**config.mk**
```make
export PLATFORM = sky130hd
export DESIGN_NAME = ctaa_cfg
export DESIGN_NICKNAME = d
export VERILOG_FILES = /design/src/design/ctaa_pkg.sv /design/src/design/ctaa_cfg.sv
export SDC_FILE = /design/constraint.sdc
export NUM_CORES = 1
export LEC_CHECK = 0
export BUFFER_PORTS_ARGS = -buffer_cell sky130_fd_sc_hd__buf_2
export CELL_PAD_IN_SITES_DETAIL_PLACEMENT = 0
export CELL_PAD_IN_SITES_GLOBAL_PLACEMENT = 1
export CORE_MARGIN = 8
export CORE_UTILIZATION = 34
export CTS_CLUSTER_SIZE = 30
export DETAILED_ROUTE_END_ITERATION = 8
export GPL_ROUTABILITY_DRIVEN = 1
export PLACE_DENSITY_LB_ADDON = 0.15
export SLEW_MARGIN = 10
export SYNTH_ARGS = -nofsm -noshare
export SYNTH_HDL_FRONTEND = slang
export SYNTH_SLANG_ARGS = --single-unit
```
**constraint.sdc**
```tcl
create_clock -name clock -period 0.9 [get_ports clock]
set_input_delay 0.135 -clock clock [delete_from_list [all_inputs] [get_ports clock]]
set_output_delay 0.135 -clock clock [all_outputs]
set_load 0.01 [all_outputs]
```
**src/design/ctaa_pkg.sv**
```systemverilog
`timescale 1ns / 1ps
package ctaa_pkg;
   localparam int TableDepthDefault = 32;
   localparam int CfgIdxWidth = 2;
   localparam int CfgDataWidth = 32;
   localparam int ReqUserWidth = 2;
   localparam int ReqDataWidth = 152;
   localparam int RspUserWidth = 3;
   localparam int RspDataWidth = 160;

   typedef enum logic [1:0] {
      CMD_CONNECT    = 2'd0,
      CMD_DISCONNECT = 2'd1,
      CMD_TICK       = 2'd2,
      CMD_NONE       = 2'd3
   } cmd_type;

   typedef enum logic [2:0] {
      KIND_ACK        = 3'd0,
      KIND_NACK_RANGE = 3'd1,
      KIND_NACK_FULL  = 3'd2,
      KIND_DISC_ACK   = 3'd3,
      KIND_TICK_DONE  = 3'd4
   } kind_type;

   localparam logic [CfgIdxWidth-1:0] CFG_POOL_START = 2'd0;
   localparam logic [CfgIdxWidth-1:0] CFG_POOL_SIZE  = 2'd1;
   localparam logic [CfgIdxWidth-1:0] CFG_EXPIRY     = 2'd2;

   localparam logic [7:0]  ID_NONE = 8'hFF;
   localparam logic [5:0]  COUNT_MAX = 6'd63;
   localparam logic [31:0] EXPIRY_RESET = 32'hFFFF_FFFF;

   typedef struct packed {
      logic [31:0] pool_start;
      logic [31:0] pool_size;
      logic [31:0] expiry_limit;
   } cfg_type;

   typedef struct packed {
      logic [2:0]  kind;
      logic [7:0]  entry_id;
      logic [31:0] range_begin;
      logic [31:0] range_size;
      logic        ta_init;
      logic [15:0] ta_value;
      logic [63:0] echo_key;
      logic [5:0]  expired_count;
   } rsp_type;
endpackage

```
**src/design/ctaa_cfg.sv**
```systemverilog
`timescale 1ns / 1ps
module ctaa_cfg
   import ctaa_pkg::*;
(
   input  logic                    clock,
   input  logic                    reset,
   input  logic                    csr_we,
   input  logic [CfgIdxWidth-1:0]  csr_index,
   input  logic [CfgDataWidth-1:0] csr_wdata,
   output cfg_type                 cfg
);
   cfg_type cfg_ff;

   always_ff @(posedge clock) begin
      if (reset) begin
         cfg_ff.pool_start   <= '0;
         cfg_ff.pool_size    <= '0;
         cfg_ff.expiry_limit <= EXPIRY_RESET;
      end else if (csr_we) begin
         unique case (csr_index)
            CFG_POOL_START: cfg_ff.pool_start   <= csr_wdata;
            CFG_POOL_SIZE:  cfg_ff.pool_size    <= csr_wdata;
            CFG_EXPIRY:     cfg_ff.expiry_limit <= csr_wdata;
            default: ;
         endcase
      end
   end

   assign cfg = cfg_ff;
endmodule

```
## Yosys cells after proc, flatten, opt, wreduce, memory -nomap -nowiden

Cells that the tools add are included.

| cells by class | value |
|---|---|
| equality and inequality tests | 2 |
| reduce and logical (&&, ||, !) cells | 4 |

Operators by type and width:

| operator | number |
|---|---|
| 2-bit AND reduction | 3 |
| 2-bit by 1-bit equality test with 1-bit output (second input constant) | 1 |
| 2-bit equality test (second input constant) | 1 |
| 2-bit zero test | 1 |

| word-level totals | value |
|---|---|
| register bits | 96 |
| input port bits | 37 |
| output and inout port bits | 96 |
| word-level logic and storage cells | 9 |

## Depth between registers and ports, before layout

| logic depth | value |
|---|---|
| depth in word-level cells | 2 |
| gate-level depth with buffers | 4 |
| depth with buffers taken out | 2 |

## Worst setup path before layout

No wires, ideal clock.

| timing | value |
|---|---|
| path kind | in2reg |
| start point | in csr_index[1] |
| end point | reg cfg_ff, in the netlist cfg[69] |
| setup time | 0.072 ns |
| arrival time | 0.803 ns |
| slack | 0.026 ns |
| stages | 4 |
| buffers on the path | 2 |
| cell sequence | nor3b_2 -> buf_4 -> buf_6 -> mux2i_1 |

| on the way | value |
|---|---|
| word-level cells in the longest chain between the ends | 2 |

Ends and longest elaborated chain:

| element | RTL line | RTL |
|---|---|---|
| start, declared | ctaa_cfg.sv:8 | `input logic [CfgIdxWidth-1:0] csr_index,` |
| 2-bit zero test | ctaa_cfg.sv:20 | `unique case (csr_index)` |
| 2-bit AND reduction (no source line) | n/a |  |
| end, declared | ctaa_cfg.sv:12 | `cfg_type cfg_ff;` |

Every way passes these cells.
A chain may end at the register's enable or synchronous reset.

## Worst setup path in the final report

| timing | value |
|---|---|
| start point | reg cfg_ff, in the netlist cfg[79] |
| end point | out cfg[79] (netlist name) |

RTL lines:

| element | RTL line | RTL |
|---|---|---|
| end, declared | ctaa_cfg.sv:10 | `output cfg_type cfg` |

No word-level cell between the ends.

==> results.json <==
{
  "status": "finished with violations",
  "violations": "setup timing",
  "syn_area_um2": 4000,
  "largest_reg_flops": 96,
  "swShare_pct": 23.2,
  "synth_area_leaders": "dfxtp_1 (48%), mux2i_1 (24%), nand2b_1 (15%)",
  "start_util_pct": 34.8,
  "use_met1_pct": 13.9,
  "cts.clk_slew.worst_paths_ns": 0.06,
  "arrival_ns": 0.79,
  "crit_family": "flip-flops",
  "finalSetupViolCount": 96,
  "syn_inst": 386,
  "synth_cell_types": 14,
  "max_slew_margin_pct": 75.9,
  "hold_depth": 3,
  "seq_area_um2": 2040,
  "avgSynthCellArea_um2": 10.3,
  "diodes": 0,
  "pre_cts_ws_ns": -0.236,
  "power.leakage_nw": 2.60,
  "fmax_mhz": 1080,
  "die_area_um2": 15500,
  "postRouteAntennaNets": 0,
  "cts_root_buf": "clkbuf_16",
  "rsz0062_at_grt": "yes",
  "yosysSeqAreaShare_pct": 48.1,
  "fin_util_pct": 52.0,
  "grt_pass1_vias": 3089,
  "worstPathMaxFanout": 2,
  "synth_area_leader_cell": "dfxtp_1",
  "p_int_mw": 7.17,
  "synth_ff_type": "dfxtp_1",
  "path_buf_inv": 1,
  "ys_seq_elements": 96,
  "dr.pass1.iters": 4,
  "grt_start_max_net_pins": 68,
  "cts_tree": "done",
  "grt.busiest_layer": "met2",
  "crit_path_start_kind": "flip-flop",
  "async_flop_share_pct": 0,
  "required_ns": 0.76,
  "htree_levels": 3,
  "hold_class": "in2reg",
  "num_io_pins": 133,
  "drive_above_1_share_pct": 51.8,
  "antenna_found_initial": 0,
  "p_sw_mw": 2.17,
  "crit_chain": "buf_6",
  "cp.depth": 1,
  "vias": 3036,
  "fin_crit_sh_pct": 103,
  "clk_latency_ns": 0.34,
  "fin_crit_ns": 0.926,
  "drt_wl_total_mm": 10.1,
  "hold_buffers": 0,
  "reg2reg_depth": 3,
  "first_iter_violations": 102,
  "fp.dieH_um": 124,
  "die_w_um": 124,
  "post_drt_wl_per_cell_um": 14.9,
  "fin_nets": 569,
  "grt_pass1_wl_mm": 16.2,
  "drc": 0,
  "irDropWorstVdd_mv": 1.70,
  "grt_usage_pct": 12.8,
  "core_area_um2": 11500,
  "finClkSkew_ns": 0,
  "cts_buffer_depth": 2,
  "finalMaxSlewViolations": 0,
  "port_buffers": 132,
  "area_growth_pct": 49.4,
  "routabilityCongestion": 0.698,
  "combPwrFrac_pct": 12.3,
  "slowest_stage": "dfxtp_2",
  "path_class": "reg2out",
  "fin_ws_ns": -0.0262,
  "use_met2_pct": 21.6,
  "p_seq_share_pct": 48.6,
  "endpoint_kind": "output port",
  "syn_nets": 423,
  "nFillCells": 1015,
  "grt_use_met3_pct": 6.47,
  "worst-slew-pin-transition_ns": 0.361,
  "overflow": 0,
  "ys_top_cells_by_count": "dfxtp_1 (96), mux2i_1 (96), nand2b_1 (96)",
  "synth_edf_count": 0,
  "clock-sinks": 96,
  "pwr_density_cell_nw_per_um2": 1570,
  "hold_violations": 0,
  "cap_violations": 0,
  "yosysWarnings": 0,
  "multi_input_area_um2": 1860,
  "cts_buffers": 9,
  "hpwl_mm": 7.08,
  "max_stage_delay_ns": 0.35,
  "via_per_inst": 4.46,
  "num_rows": 39,
  "pwr-share-clk_pct": 39.1,
  "netlist.area_leader.share_pct": 48.1
}
==> tightest hold or removal path: cells and delay by family <==
family        cells  cell delay (ns)
buf+inv           1             0.09
mux               1             0.11
simple gates      1             0.04
==> repair_timing <==
item | 4_1_cts | 5_1_grt
buffers inserted | 4 | 18
resized for setup | 193 | 0
setup endpoints to repair | 96 | 96
==> cell type report <==
class                           instances  share of cell area (%)
Clock buffer                           13                    4.53
Clock inverter                          3                   0.252
Multi-Input combinational cell        261                    31.1
Sequential cell                        96                    34.2
Tap cell                              143                    3.00
Timing Repair Buffer                  164                    26.9
==> cell families (layout without fill, tap and decap cells) <==
group | after synthesis | in the layout | share of synthesized area (%)
and+or+nand+nor | 165 | 165 | 22.2
muxes | 96 | 96 | 24.1
buffers and inverters | 29 | 180 | 5.61
DFF | 96 | 96 | 48.1
==> power groups by stage <==
stage	logic [mW]	registers [mW]	clock network (mW)
2_1_floorplan	0.504	4.64	0
4_1_cts	1.14	4.54	3.79
3_5_place_dp	0.959	4.57	0
3_3_place_gp	0.947	4.57	0
6_report	1.15	4.54	3.65
5_1_grt	1.25	4.56	3.98
==> routing by layer <==
metal  share of wire [%]  vias up
met5                   0        -
met1                  42     1413
met4                 1.0        0
met2                  50       80
li1                    -     1534
met3                 7.2        9
==> per-stage QoR <==
step	hold slack, ns	power [mW]	TNS (ns)	cell area (um^2)	instances
finish	0.0709	9.35	-1.31	5970	680
CTS	0.0555	9.47	-3.43	5830	662
global placement	0.408	5.52	-11.57	4800	642
detailed placement	0.422	5.53	-13.59	4800	642
floorplan	0.302	5.14	0	4000	386
global route	0.0660	9.79	-4.93	5970	680
==> placed cells by master, fill, tap and decap left out <==
master and n:
and3b_2 2, buf_12 8, buf_2 35, buf_4 25, buf_6 96, clkbuf_1 1, clkbuf_16 9, clkbuf_8 3
clkinv_2 3, dfxtp_2 96, mux2i_1 96, nand2b_1 96, nand3b_1 1, nor2_1 64, nor3b_4 1, or3b_1 1
==> path summary, 6_finish.rpt <==
path                                           start              endpoint  slack [ns]
worst max-delay path            cfg[79]$_SDFFE_PP0P_               cfg[79]       -0.03
worst min-delay path                   csr_wdata[23]  cfg[23]$_SDFFE_PP1P_        0.07
worst max register to register   cfg[3]$_SDFFE_PP1P_   cfg[3]$_SDFFE_PP1P_        0.16
worst min register to register  cfg[87]$_SDFFE_PP0P_  cfg[87]$_SDFFE_PP0P_        0.48
(Power assumes the default switching activity.)
